**src/hdl/bump_arena_allocator_core_assert.svh**
```systemverilog
// ----------------------------------------------------------------------------
// bump arena allocator assertion macros
// concurrent checks clocked on clk_i and disabled while rst_ni is low
// ----------------------------------------------------------------------------
`ifndef BUMP_ARENA_ALLOCATOR_CORE_ASSERT_SVH
`define BUMP_ARENA_ALLOCATOR_CORE_ASSERT_SVH

// same-cycle implication
`define BAA_ASSERT_NOW(name, ante, cons, msg) \
  name: assert property (@(posedge clk_i) disable iff (!rst_ni) (ante) |-> (cons)) \
    else $error(msg);

// next-cycle implication
`define BAA_ASSERT_NEXT(name, ante, cons, msg) \
  name: assert property (@(posedge clk_i) disable iff (!rst_ni) (ante) |=> (cons)) \
    else $error(msg);

`endif

```
**src/hdl/baa_pkg.sv**
```systemverilog
// ----------------------------------------------------------------------------
// baa_pkg
// shared types, codes and reset constants of the bump arena allocator
// ----------------------------------------------------------------------------
package baa_pkg;

  localparam int unsigned CountBits   = 48;
  localparam int unsigned LoBits      = CountBits / 2;
  localparam int unsigned HiBits      = CountBits - LoBits;
  localparam int unsigned ThrBits     = 17;
  localparam int unsigned QBits       = 16;
  localparam int unsigned MetaBits    = 7;
  localparam int unsigned CfgIdxBits  = 2;
  localparam int unsigned CfgDataBits = 32;

  localparam logic [31:0]         MinBlockRst = 32'd65536;
  localparam logic [31:0]         MaxBlockRst = 32'd16777216;
  localparam logic [ThrBits-1:0]  GcThrRst    = 17'd32768;
  localparam logic [MetaBits-1:0] MetaRst     = 7'd8;
  localparam logic [32:0]         TwiceMinRst = {MinBlockRst, 1'b0};
  localparam logic [31:0]         NextBlockRst =
      (TwiceMinRst > {1'b0, MaxBlockRst}) ? MaxBlockRst : TwiceMinRst[31:0];

  localparam logic [31:0] RoundCap  = 32'hFFFF_FFF8;
  localparam logic [31:0] FieldBase = 32'd16;

  typedef enum logic [1:0] {
    OpInit  = 2'd0,
    OpAlloc = 2'd1,
    OpDeath = 2'd2
  } baa_op_e;

  typedef enum logic [CfgIdxBits-1:0] {
    CfgMinBlock    = 2'd0,
    CfgMaxBlock    = 2'd1,
    CfgGcThreshold = 2'd2,
    CfgMeta        = 2'd3
  } baa_cfg_idx_e;

  typedef logic [CountBits-1:0] cnt_t;

  typedef struct packed {
    logic [31:0]         min_block_bytes;
    logic [31:0]         max_block_bytes;
    logic [ThrBits-1:0]  gc_threshold_q16;
    logic [MetaBits-1:0] meta_bytes;
  } baa_cfg_t;

  typedef struct packed {
    logic [1:0]  operation;
    logic [31:0] request_bytes;
  } baa_in_t;

  typedef struct packed {
    logic [31:0] payload_offset;
    logic        new_block;
    logic [31:0] block_bytes;
    logic [31:0] rounded_bytes;
    logic [28:0] field_count;
    logic        gc_due;
    cnt_t        used_total;
    cnt_t        live_total;
    cnt_t        reserved_total;
  } baa_out_t;

endpackage

```
**src/hdl/baa_cfg_regs.sv**
```systemverilog
// ----------------------------------------------------------------------------
// baa_cfg_regs
// configuration register file written through the config channel
// ----------------------------------------------------------------------------
module baa_cfg_regs (
  input  logic                               clk_i,
  input  logic                               rst_ni,
  input  logic                               cfg_valid_i,
  output logic                               cfg_ready_o,
  input  logic [baa_pkg::CfgIdxBits-1:0]     cfg_index_i,
  input  logic [baa_pkg::CfgDataBits-1:0]    cfg_data_i,
  output baa_pkg::baa_cfg_t                  cfg_o
);

  baa_pkg::baa_cfg_t cfg_q;

  assign cfg_ready_o = 1'b1;
  assign cfg_o       = cfg_q;

  always_ff @(posedge clk_i or negedge rst_ni) begin
    if (!rst_ni) begin
      cfg_q.min_block_bytes  <= baa_pkg::MinBlockRst;
      cfg_q.max_block_bytes  <= baa_pkg::MaxBlockRst;
      cfg_q.gc_threshold_q16 <= baa_pkg::GcThrRst;
      cfg_q.meta_bytes       <= baa_pkg::MetaRst;
    end else if (cfg_valid_i) begin
      case (baa_pkg::baa_cfg_idx_e'(cfg_index_i))
        baa_pkg::CfgMinBlock: begin
          cfg_q.min_block_bytes <= cfg_data_i[31:0];
        end
        baa_pkg::CfgMaxBlock: begin
          cfg_q.max_block_bytes <= cfg_data_i[31:0];
        end
        baa_pkg::CfgGcThreshold: begin
          cfg_q.gc_threshold_q16 <= cfg_data_i[baa_pkg::ThrBits-1:0];
        end
        baa_pkg::CfgMeta: begin
          cfg_q.meta_bytes <= cfg_data_i[baa_pkg::MetaBits-1:0];
        end
        default: begin
        end
      endcase
    end
  end

endmodule

```
**src/hdl/baa_alloc_unit.sv**
```systemverilog
// ----------------------------------------------------------------------------
// baa_alloc_unit
// input register, arena state and per-operation update with result register
// ----------------------------------------------------------------------------
module baa_alloc_unit (
  input  logic               clk_i,
  input  logic               rst_ni,
  input  baa_pkg::baa_cfg_t  cfg_i,
  input  logic               in_valid_i,
  output logic               in_ready_o,
  input  baa_pkg::baa_in_t   in_data_i,
  output logic               res_valid_o,
  input  logic               res_ready_i,
  output baa_pkg::baa_out_t  res_data_o
);

  function automatic logic [31:0] next_size(logic [31:0] cur, logic [31:0] lim);
    logic [32:0] dbl;
    dbl = {cur, 1'b0};
    return (dbl > {1'b0, lim}) ? lim : dbl[31:0];
  endfunction

  function automatic baa_pkg::cnt_t sat_add(baa_pkg::cnt_t a, baa_pkg::cnt_t b);
    logic [baa_pkg::CountBits:0] s;
    s = {1'b0, a} + {1'b0, b};
    return s[baa_pkg::CountBits] ? '1 : s[baa_pkg::CountBits-1:0];
  endfunction

  logic              s1_valid_q;
  baa_pkg::baa_in_t  s1_q;
  logic              s2_valid_q;
  baa_pkg::baa_out_t s2_q;
  baa_pkg::baa_out_t res_d;

  logic [31:0]   cap_q, cap_d;
  logic [31:0]   fill_q, fill_d;
  logic [31:0]   next_q, next_d;
  baa_pkg::cnt_t used_q, used_d;
  baa_pkg::cnt_t live_q, live_d;
  baa_pkg::cnt_t rsv_q, rsv_d;

  logic          s1_ready, s2_ready, step;
  logic [33:0]   sum_ext, rnd_ext;
  logic [31:0]   rnd_all, fld_diff, new_cap, base_fill;
  logic [28:0]   fld_all;
  logic          need_new;
  baa_pkg::cnt_t rnd_cnt;

  assign s2_ready    = !s2_valid_q || res_ready_i;
  assign s1_ready    = !s1_valid_q || s2_ready;
  assign step        = s1_valid_q && s2_ready;
  assign in_ready_o  = s1_ready;
  assign res_valid_o = s2_valid_q;
  assign res_data_o  = s2_q;

  always_comb begin
    sum_ext   = {2'b00, s1_q.request_bytes} + {27'd0, cfg_i.meta_bytes} + 34'd7;
    rnd_ext   = {sum_ext[33:3], 3'b000};
    rnd_all   = (rnd_ext > {2'b00, baa_pkg::RoundCap}) ? baa_pkg::RoundCap : rnd_ext[31:0];
    rnd_cnt   = baa_pkg::cnt_t'(rnd_all);
    fld_diff  = s1_q.request_bytes - baa_pkg::FieldBase;
    fld_all   = (s1_q.request_bytes >= baa_pkg::FieldBase) ? fld_diff[31:3] : '0;
    need_new  = ({1'b0, fill_q} + {1'b0, rnd_all}) > {1'b0, cap_q};
    new_cap   = (rnd_all > next_q) ? rnd_all : next_q;
    base_fill = need_new ? '0 : fill_q;

    cap_d  = cap_q;
    fill_d = fill_q;
    next_d = next_q;
    used_d = used_q;
    live_d = live_q;
    rsv_d  = rsv_q;
    res_d  = '0;

    case (s1_q.operation)
      baa_pkg::OpInit: begin
        cap_d  = cfg_i.min_block_bytes;
        fill_d = '0;
        next_d = next_size(cfg_i.min_block_bytes, cfg_i.max_block_bytes);
        used_d = '0;
        live_d = '0;
        rsv_d  = baa_pkg::cnt_t'(cfg_i.min_block_bytes);
      end
      baa_pkg::OpAlloc: begin
        res_d.rounded_bytes = rnd_all;
        res_d.field_count   = fld_all;
        if (need_new) begin
          cap_d           = new_cap;
          next_d          = next_size(next_q, cfg_i.max_block_bytes);
          rsv_d           = sat_add(rsv_q, baa_pkg::cnt_t'(new_cap));
          res_d.new_block = 1'b1;
        end
        res_d.payload_offset = base_fill + {25'd0, cfg_i.meta_bytes};
        fill_d = base_fill + rnd_all;
        used_d = sat_add(used_q, rnd_cnt);
        live_d = sat_add(live_q, rnd_cnt);
      end
      baa_pkg::OpDeath: begin
        res_d.rounded_bytes = rnd_all;
        res_d.field_count   = fld_all;
        live_d = (live_q >= rnd_cnt) ? live_q - rnd_cnt : '0;
      end
      default: begin
      end
    endcase

    res_d.block_bytes    = cap_d;
    res_d.used_total     = used_d;
    res_d.live_total     = live_d;
    res_d.reserved_total = rsv_d;
  end

  always_ff @(posedge clk_i or negedge rst_ni) begin
    if (!rst_ni) begin
      s1_valid_q <= 1'b0;
      s2_valid_q <= 1'b0;
      cap_q      <= baa_pkg::MinBlockRst;
      fill_q     <= '0;
      next_q     <= baa_pkg::NextBlockRst;
      used_q     <= '0;
      live_q     <= '0;
      rsv_q      <= baa_pkg::cnt_t'(baa_pkg::MinBlockRst);
    end else begin
      if (s1_ready) begin
        s1_valid_q <= in_valid_i;
      end
      if (s2_ready) begin
        s2_valid_q <= s1_valid_q;
      end
      if (step) begin
        cap_q  <= cap_d;
        fill_q <= fill_d;
        next_q <= next_d;
        used_q <= used_d;
        live_q <= live_d;
        rsv_q  <= rsv_d;
      end
    end
  end

  always_ff @(posedge clk_i) begin
    if (in_valid_i && s1_ready) begin
      s1_q <= in_data_i;
    end
    if (step) begin
      s2_q <= res_d;
    end
  end

endmodule

```
**src/hdl/baa_gc_unit.sv**
```systemverilog
// ----------------------------------------------------------------------------
// baa_gc_unit
// split threshold product and dead-fraction compare feeding the output register
// ----------------------------------------------------------------------------
module baa_gc_unit (
  input  logic                           clk_i,
  input  logic                           rst_ni,
  input  logic [baa_pkg::ThrBits-1:0]    thr_i,
  input  logic                           in_valid_i,
  output logic                           in_ready_o,
  input  baa_pkg::baa_out_t              in_data_i,
  output logic                           out_valid_o,
  input  logic                           out_ready_i,
  output baa_pkg::baa_out_t              out_data_o
);

  localparam int unsigned LoW  = baa_pkg::ThrBits + baa_pkg::LoBits;
  localparam int unsigned HiW  = baa_pkg::ThrBits + baa_pkg::HiBits;
  localparam int unsigned CmpW = baa_pkg::ThrBits + baa_pkg::CountBits;

  logic              s3_valid_q;
  baa_pkg::baa_out_t s3_q;
  baa_pkg::cnt_t     dead_q, dead_d;
  logic              used_nz_q;
  logic [LoW-1:0]    plo_q, plo_d;
  logic [HiW-1:0]    phi_q, phi_d;
  logic              out_valid_q;
  baa_pkg::baa_out_t out_q, out_d;

  logic              s3_ready, s4_ready;
  logic [CmpW-1:0]   lhs, rhs;

  assign s4_ready    = !out_valid_q || out_ready_i;
  assign s3_ready    = !s3_valid_q || s4_ready;
  assign in_ready_o  = s3_ready;
  assign out_valid_o = out_valid_q;
  assign out_data_o  = out_q;

  always_comb begin
    dead_d = (in_data_i.used_total > in_data_i.live_total) ?
             in_data_i.used_total - in_data_i.live_total : '0;
    plo_d  = {{baa_pkg::LoBits{1'b0}}, thr_i} *
             {{baa_pkg::ThrBits{1'b0}}, in_data_i.used_total[baa_pkg::LoBits-1:0]};
    phi_d  = {{baa_pkg::HiBits{1'b0}}, thr_i} *
             {{baa_pkg::ThrBits{1'b0}},
              in_data_i.used_total[baa_pkg::CountBits-1:baa_pkg::LoBits]};
  end

  always_comb begin
    lhs          = {{(baa_pkg::ThrBits - baa_pkg::QBits){1'b0}}, dead_q,
                    {baa_pkg::QBits{1'b0}}};
    rhs          = {phi_q, {baa_pkg::LoBits{1'b0}}} + {{baa_pkg::HiBits{1'b0}}, plo_q};
    out_d        = s3_q;
    out_d.gc_due = used_nz_q && (lhs >= rhs);
  end

  always_ff @(posedge clk_i or negedge rst_ni) begin
    if (!rst_ni) begin
      s3_valid_q  <= 1'b0;
      out_valid_q <= 1'b0;
    end else begin
      if (s3_ready) begin
        s3_valid_q <= in_valid_i;
      end
      if (s4_ready) begin
        out_valid_q <= s3_valid_q;
      end
    end
  end

  always_ff @(posedge clk_i) begin
    if (in_valid_i && s3_ready) begin
      s3_q      <= in_data_i;
      dead_q    <= dead_d;
      used_nz_q <= |in_data_i.used_total;
      plo_q     <= plo_d;
      phi_q     <= phi_d;
    end
    if (s3_valid_q && s4_ready) begin
      out_q <= out_d;
    end
  end

endmodule

```
**src/hdl/bump_arena_allocator_core.sv**
```systemverilog
// ----------------------------------------------------------------------------
// bump_arena_allocator_core
// an input transfer passes the input, result, gc stage and output registers in order
// throughput: one operation per cycle through a four-register pipeline while out_ready_i does not stall it
// the threshold product is split into low and high halves registered in the stage ahead of the output register
// reset: config registers take their defaults and the arena is initialized
// ----------------------------------------------------------------------------
`include "bump_arena_allocator_core_assert.svh"

module bump_arena_allocator_core (
  input  logic                            clk_i,
  input  logic                            rst_ni,
  input  logic                            cfg_valid_i,
  output logic                            cfg_ready_o,
  input  logic [baa_pkg::CfgIdxBits-1:0]  cfg_index_i,
  input  logic [baa_pkg::CfgDataBits-1:0] cfg_data_i,
  input  logic                            in_valid_i,
  output logic                            in_ready_o,
  input  baa_pkg::baa_in_t                in_data_i,
  output logic                            out_valid_o,
  input  logic                            out_ready_i,
  output baa_pkg::baa_out_t               out_data_o
);

  baa_pkg::baa_cfg_t cfg;
  logic              res_valid, res_ready;
  baa_pkg::baa_out_t res_data;

  baa_cfg_regs u_cfg (
    .clk_i       (clk_i),
    .rst_ni      (rst_ni),
    .cfg_valid_i (cfg_valid_i),
    .cfg_ready_o (cfg_ready_o),
    .cfg_index_i (cfg_index_i),
    .cfg_data_i  (cfg_data_i),
    .cfg_o       (cfg)
  );

  baa_alloc_unit u_alloc (
    .clk_i       (clk_i),
    .rst_ni      (rst_ni),
    .cfg_i       (cfg),
    .in_valid_i  (in_valid_i),
    .in_ready_o  (in_ready_o),
    .in_data_i   (in_data_i),
    .res_valid_o (res_valid),
    .res_ready_i (res_ready),
    .res_data_o  (res_data)
  );

  baa_gc_unit u_gc (
    .clk_i       (clk_i),
    .rst_ni      (rst_ni),
    .thr_i       (cfg.gc_threshold_q16),
    .in_valid_i  (res_valid),
    .in_ready_o  (res_ready),
    .in_data_i   (res_data),
    .out_valid_o (out_valid_o),
    .out_ready_i (out_ready_i),
    .out_data_o  (out_data_o)
  );

  `BAA_ASSERT_NOW(a_new_block_fits, out_valid_o && out_data_o.new_block,
    out_data_o.rounded_bytes <= out_data_o.block_bytes, "new block smaller than object")
  `BAA_ASSERT_NOW(a_live_le_used, out_valid_o,
    out_data_o.live_total <= out_data_o.used_total &&
    baa_pkg::cnt_t'(out_data_o.block_bytes) <= out_data_o.reserved_total,
    "counter ordering broken")
  `BAA_ASSERT_NOW(a_empty_pipe_ready, !out_valid_o, in_ready_o,
    "input stalled with empty output stage")
  `BAA_ASSERT_NEXT(a_meta_write, cfg_valid_i && cfg_index_i == baa_pkg::CfgMeta,
    cfg.meta_bytes == $past(cfg_data_i[baa_pkg::MetaBits-1:0]), "meta register not written")

endmodule
```
**config.mk**
```make
export PLATFORM = sky130hd
export DESIGN_NAME = bump_arena_allocator_core
export DESIGN_NICKNAME = d
export VERILOG_FILES = /design/src/hdl/baa_pkg.sv /design/src/hdl/baa_cfg_regs.sv /design/src/hdl/baa_alloc_unit.sv /design/src/hdl/baa_gc_unit.sv /design/src/hdl/bump_arena_allocator_core.sv
export VERILOG_INCLUDE_DIRS = /design/src /design/src/hdl
export SDC_FILE = /design/constraint.sdc
export NUM_CORES = 2
export LEC_CHECK = 0
export BUFFER_PORTS_ARGS = -buffer_cell sky130_fd_sc_hd__clkbuf_2
export CORE_MARGIN = 5
export CORE_UTILIZATION = 55
export CTS_CLUSTER_SIZE = 30
export DETAILED_ROUTE_END_ITERATION = 6
export PLACE_DENSITY = 0.72
export SLEW_MARGIN = 40
export SYNTH_ARGS = -nofsm -noshare
export SYNTH_HDL_FRONTEND = slang
export SYNTH_SLANG_ARGS = --single-unit
```
**constraint.sdc**
```tcl
create_clock -name clk_i -period 17.6 [get_ports clk_i]
set_clock_uncertainty 0.15 [all_clocks]
set_input_delay 2.64 -clock clk_i [delete_from_list [all_inputs] [get_ports clk_i]]
set_output_delay 2.64 -clock clk_i [all_outputs]
set_load 0.005 [all_outputs]
```
==> impl_metrics.json <==
{
  "status": "completed",
  "dp_hpwl_mm": 210,
  "synth-seq-area-share": 0.396,
  "port_buffers": 342,
  "synth_edf_count": 967,
  "synth_common_cells": "1134 x nand2_1, 1055 x inv_1, 967 x edfxtp_1, 667 x fa_1, 647 x ha_1",
  "cts_hold_buf": 0,
  "die_y_um": 424,
  "placed_area_sq_um": 98400,
  "drv_slew": 0,
  "synth-seq-cells": 1299,
  "grt_first_pass_wirelength_mm": 442,
  "setup-violations-final": 0,
  "cts-htree-levels": 4,
  "hp-class": "reg -> reg",
  "drt_first_iter_violations": 6999,
  "clockRootBuffer": "clkbuf_16",
  "synthToLayoutAreaGrowth_pct": 9.75,
  "grt-ovfl-total": 0,
  "rows": 152,
  "synth_area_sq_um": 94200,
  "start_util": 0.551,
  "grt_max_degree": 141,
  "place_congestion": 0.972,
  "synth_top_area_share": 0.308,
  "hold_viol_final": 0,
  "crit_fanout": 21,
  "slew_headroom": 0.316,
  "drt.antenna.violating_nets": 0,
  "fin_nets": 10800,
  "rsz0062_at_grt": "false",
  "tns_ps": 0,
  "clkLatencyLatePin_ps": 820,
  "crit_path_frequent_cell": "o21ai_0",
  "clk_pin_slew_ps": 60,
  "max_freq_ghz": 0.0726,
  "yosys.area.top_type": "edfxtp_1",
  "cts_resized": 0,
  "crit_path_end_kind": "flop",
  "yosys.cell_types.count": 117,
  "yosys-top-cells-area": "edfxtp_1 31%, fa_1 14%, dfrtp_1 8.6%",
  "final_area_sq_um": 103000,
  "grt_pass1_vias": 73400,
  "cts.sinks": 1299,
  "cp_top_family": "compound AO/OA/AOI/OAI gates",
  "io_pins": 347,
  "cts_tree": "built",
  "worst_slew_pin_slew_ps": 1030,
  "synth_most_common_cell": "nand2_1",
  "avgSynthCellArea_sq_um": 10.2,
  "die_w_um": 424,
  "ys.warnings.count": 0,
  "crit_type": "reg -> reg",
  "drcViolationCount": 0,
  "grt_use_total": 0.321,
  "start_kind": "flop",
  "fin_crit_sh": 0.782,
  "core_area_sq_um": 171000,
  "critPathRequiredTime_ps": 18000,
  "vias": 72000,
  "nFillCells": 14000,
  "drtPass1Iterations": 6,
  "clock_path_buffers": 3,
  "syn_inst": 9222,
  "async_reset_ff_frac": 0.256,
  "cp.arrival_ps": 14170,
  "cts_setup_buffers": 0,
  "wl_per_cell_um": 24.6,
  "wl_mm": 290,
  "synth_ff_type": "edfxtp_1",
  "drive_gt1_frac": 0.102,
  "cap_violations": 0,
  "antenna_found_initial": 15,
  "die_area_sq_um": 180000,
  "path_buf_inv": 2,
  "slowest_delay_ps": 780,
  "viasPerCell": 6.12,
  "critical-path-slowest-cell": "o21ai_1",
  "cts_made_buffers": 144,
  "fin_crit_ps": 13770
}
-- cell type report --
cell class	instances	area, sq um	share of cell area
diodes	8	20.0	0.000194
clock buffers	186	3920	0.0379
clock inverters	84	1010	0.00980
inverters	1058	3980	0.0385
multi-input cells	6400	51300	0.496
flip-flops and latches	1299	37400	0.361
well taps	2233	2790	0.0270
repair buffers	496	2990	0.0289
-- state kept, by name (all words and copies together), names as in the netlist, 32 cells and up --
name                flops
u_alloc.cap_q          32
u_gc.out_data_o       268
u_gc.plo_q             41
u_alloc.next_q         32
u_alloc.used_q         48
u_gc.out_d            267
u_alloc.s1_q           34
u_alloc.live_q         48
u_gc.phi_q             41
u_gc.dead_q            48
u_alloc.rsv_q          48
u_alloc.res_data_o    267
u_alloc.fill_q         32
u_cfg.cfg_o            88
-- final timing paths --
path / start / end / slack [ps] / depth (start not counted)
setup / recovery: u_cfg.cfg_o[5]$_DFFE_PN0P_ / u_alloc.res_data_o[265]$_SDFFCE_PN0P_ / 3830 / 51
min in group asynchronous: rst_ni / u_alloc.cap_q[21]$_DFFE_PN0P_ / 1600 / 1
setup reg to reg: u_cfg.cfg_o[5]$_DFFE_PN0P_ / u_alloc.res_data_o[265]$_SDFFCE_PN0P_ / 3830 / 51
max in group asynchronous: rst_ni / u_alloc.live_q[1]$_DFFE_PN0P_ / 14090 / 3
hold reg to reg: u_alloc.res_data_o[204]$_SDFFCE_PN0P_ / u_gc.out_d[204]$_DFFE_PP_ / 240 / 0
hold / removal: u_alloc.res_data_o[204]$_SDFFCE_PN0P_ / u_gc.out_d[204]$_DFFE_PP_ / 240 / 0
-- per-stage QoR --
stage	cells	setup slack, ps	hold WS (ps)	utilization
2_1_floorplan	9224	1990	250	-
3_3_place_gp	11500	4490	250	0.574
3_5_place_dp	11500	4130	255	0.575
4_1_cts	11800	4040	260	0.604
5_1_grt	11800	3040	265	0.605
6_report	11800	3830	242	0.605
-- placed cells by master (no fill, tap or decap), drive strengths merged, types with 51 or more instances in the layout --
cell type,count
a211oi,56
a21o,157
a21oi,490
a22o,102
a31oi,80
and2,342
and3,65
buf,155
clkbuf,527
dfrtp,325
edfxtp,967
fa,667
ha,647
inv,1074
mux2,105
nand2,1137
nand2b,71
nand3,128
nand4,79
nor2,504
nor2b,60
nor3,127
nor4,61
o211ai,51
o21a,55
o21ai,478
o21bai,61
xnor2,255
xor2,107
-- metal layers --
metal | track usage | up-vias | part of all wire
met5 | 0 | - | 0.000045
met4 | 0.181 | 2 | 0.066
met3 | 0.0573 | 784 | 0.077
met2 | 0.515 | 3320 | 0.46
met1 | 0.415 | 35900 | 0.39
li1 | - | 32000 | -
-- kinds of logic (layout without fill, tap and decap cells) --
kind of cell,count (synthesis),count (layout),share of synthesized area
compound gates,1860,1860,0.128
xor+xnor,367,367,0.0348
fa+ha+maj,1321,1321,0.228
buf+inv,1525,1824,0.0615
flops,1299,1299,0.396
mux,118,118,0.0139
other cells,2,12,0.0000797
simple gates,2730,2730,0.137
Power is left out: the tool's default activity adds up to more than one toggle a clock period on the data nets, which glitch-free logic cannot reach.
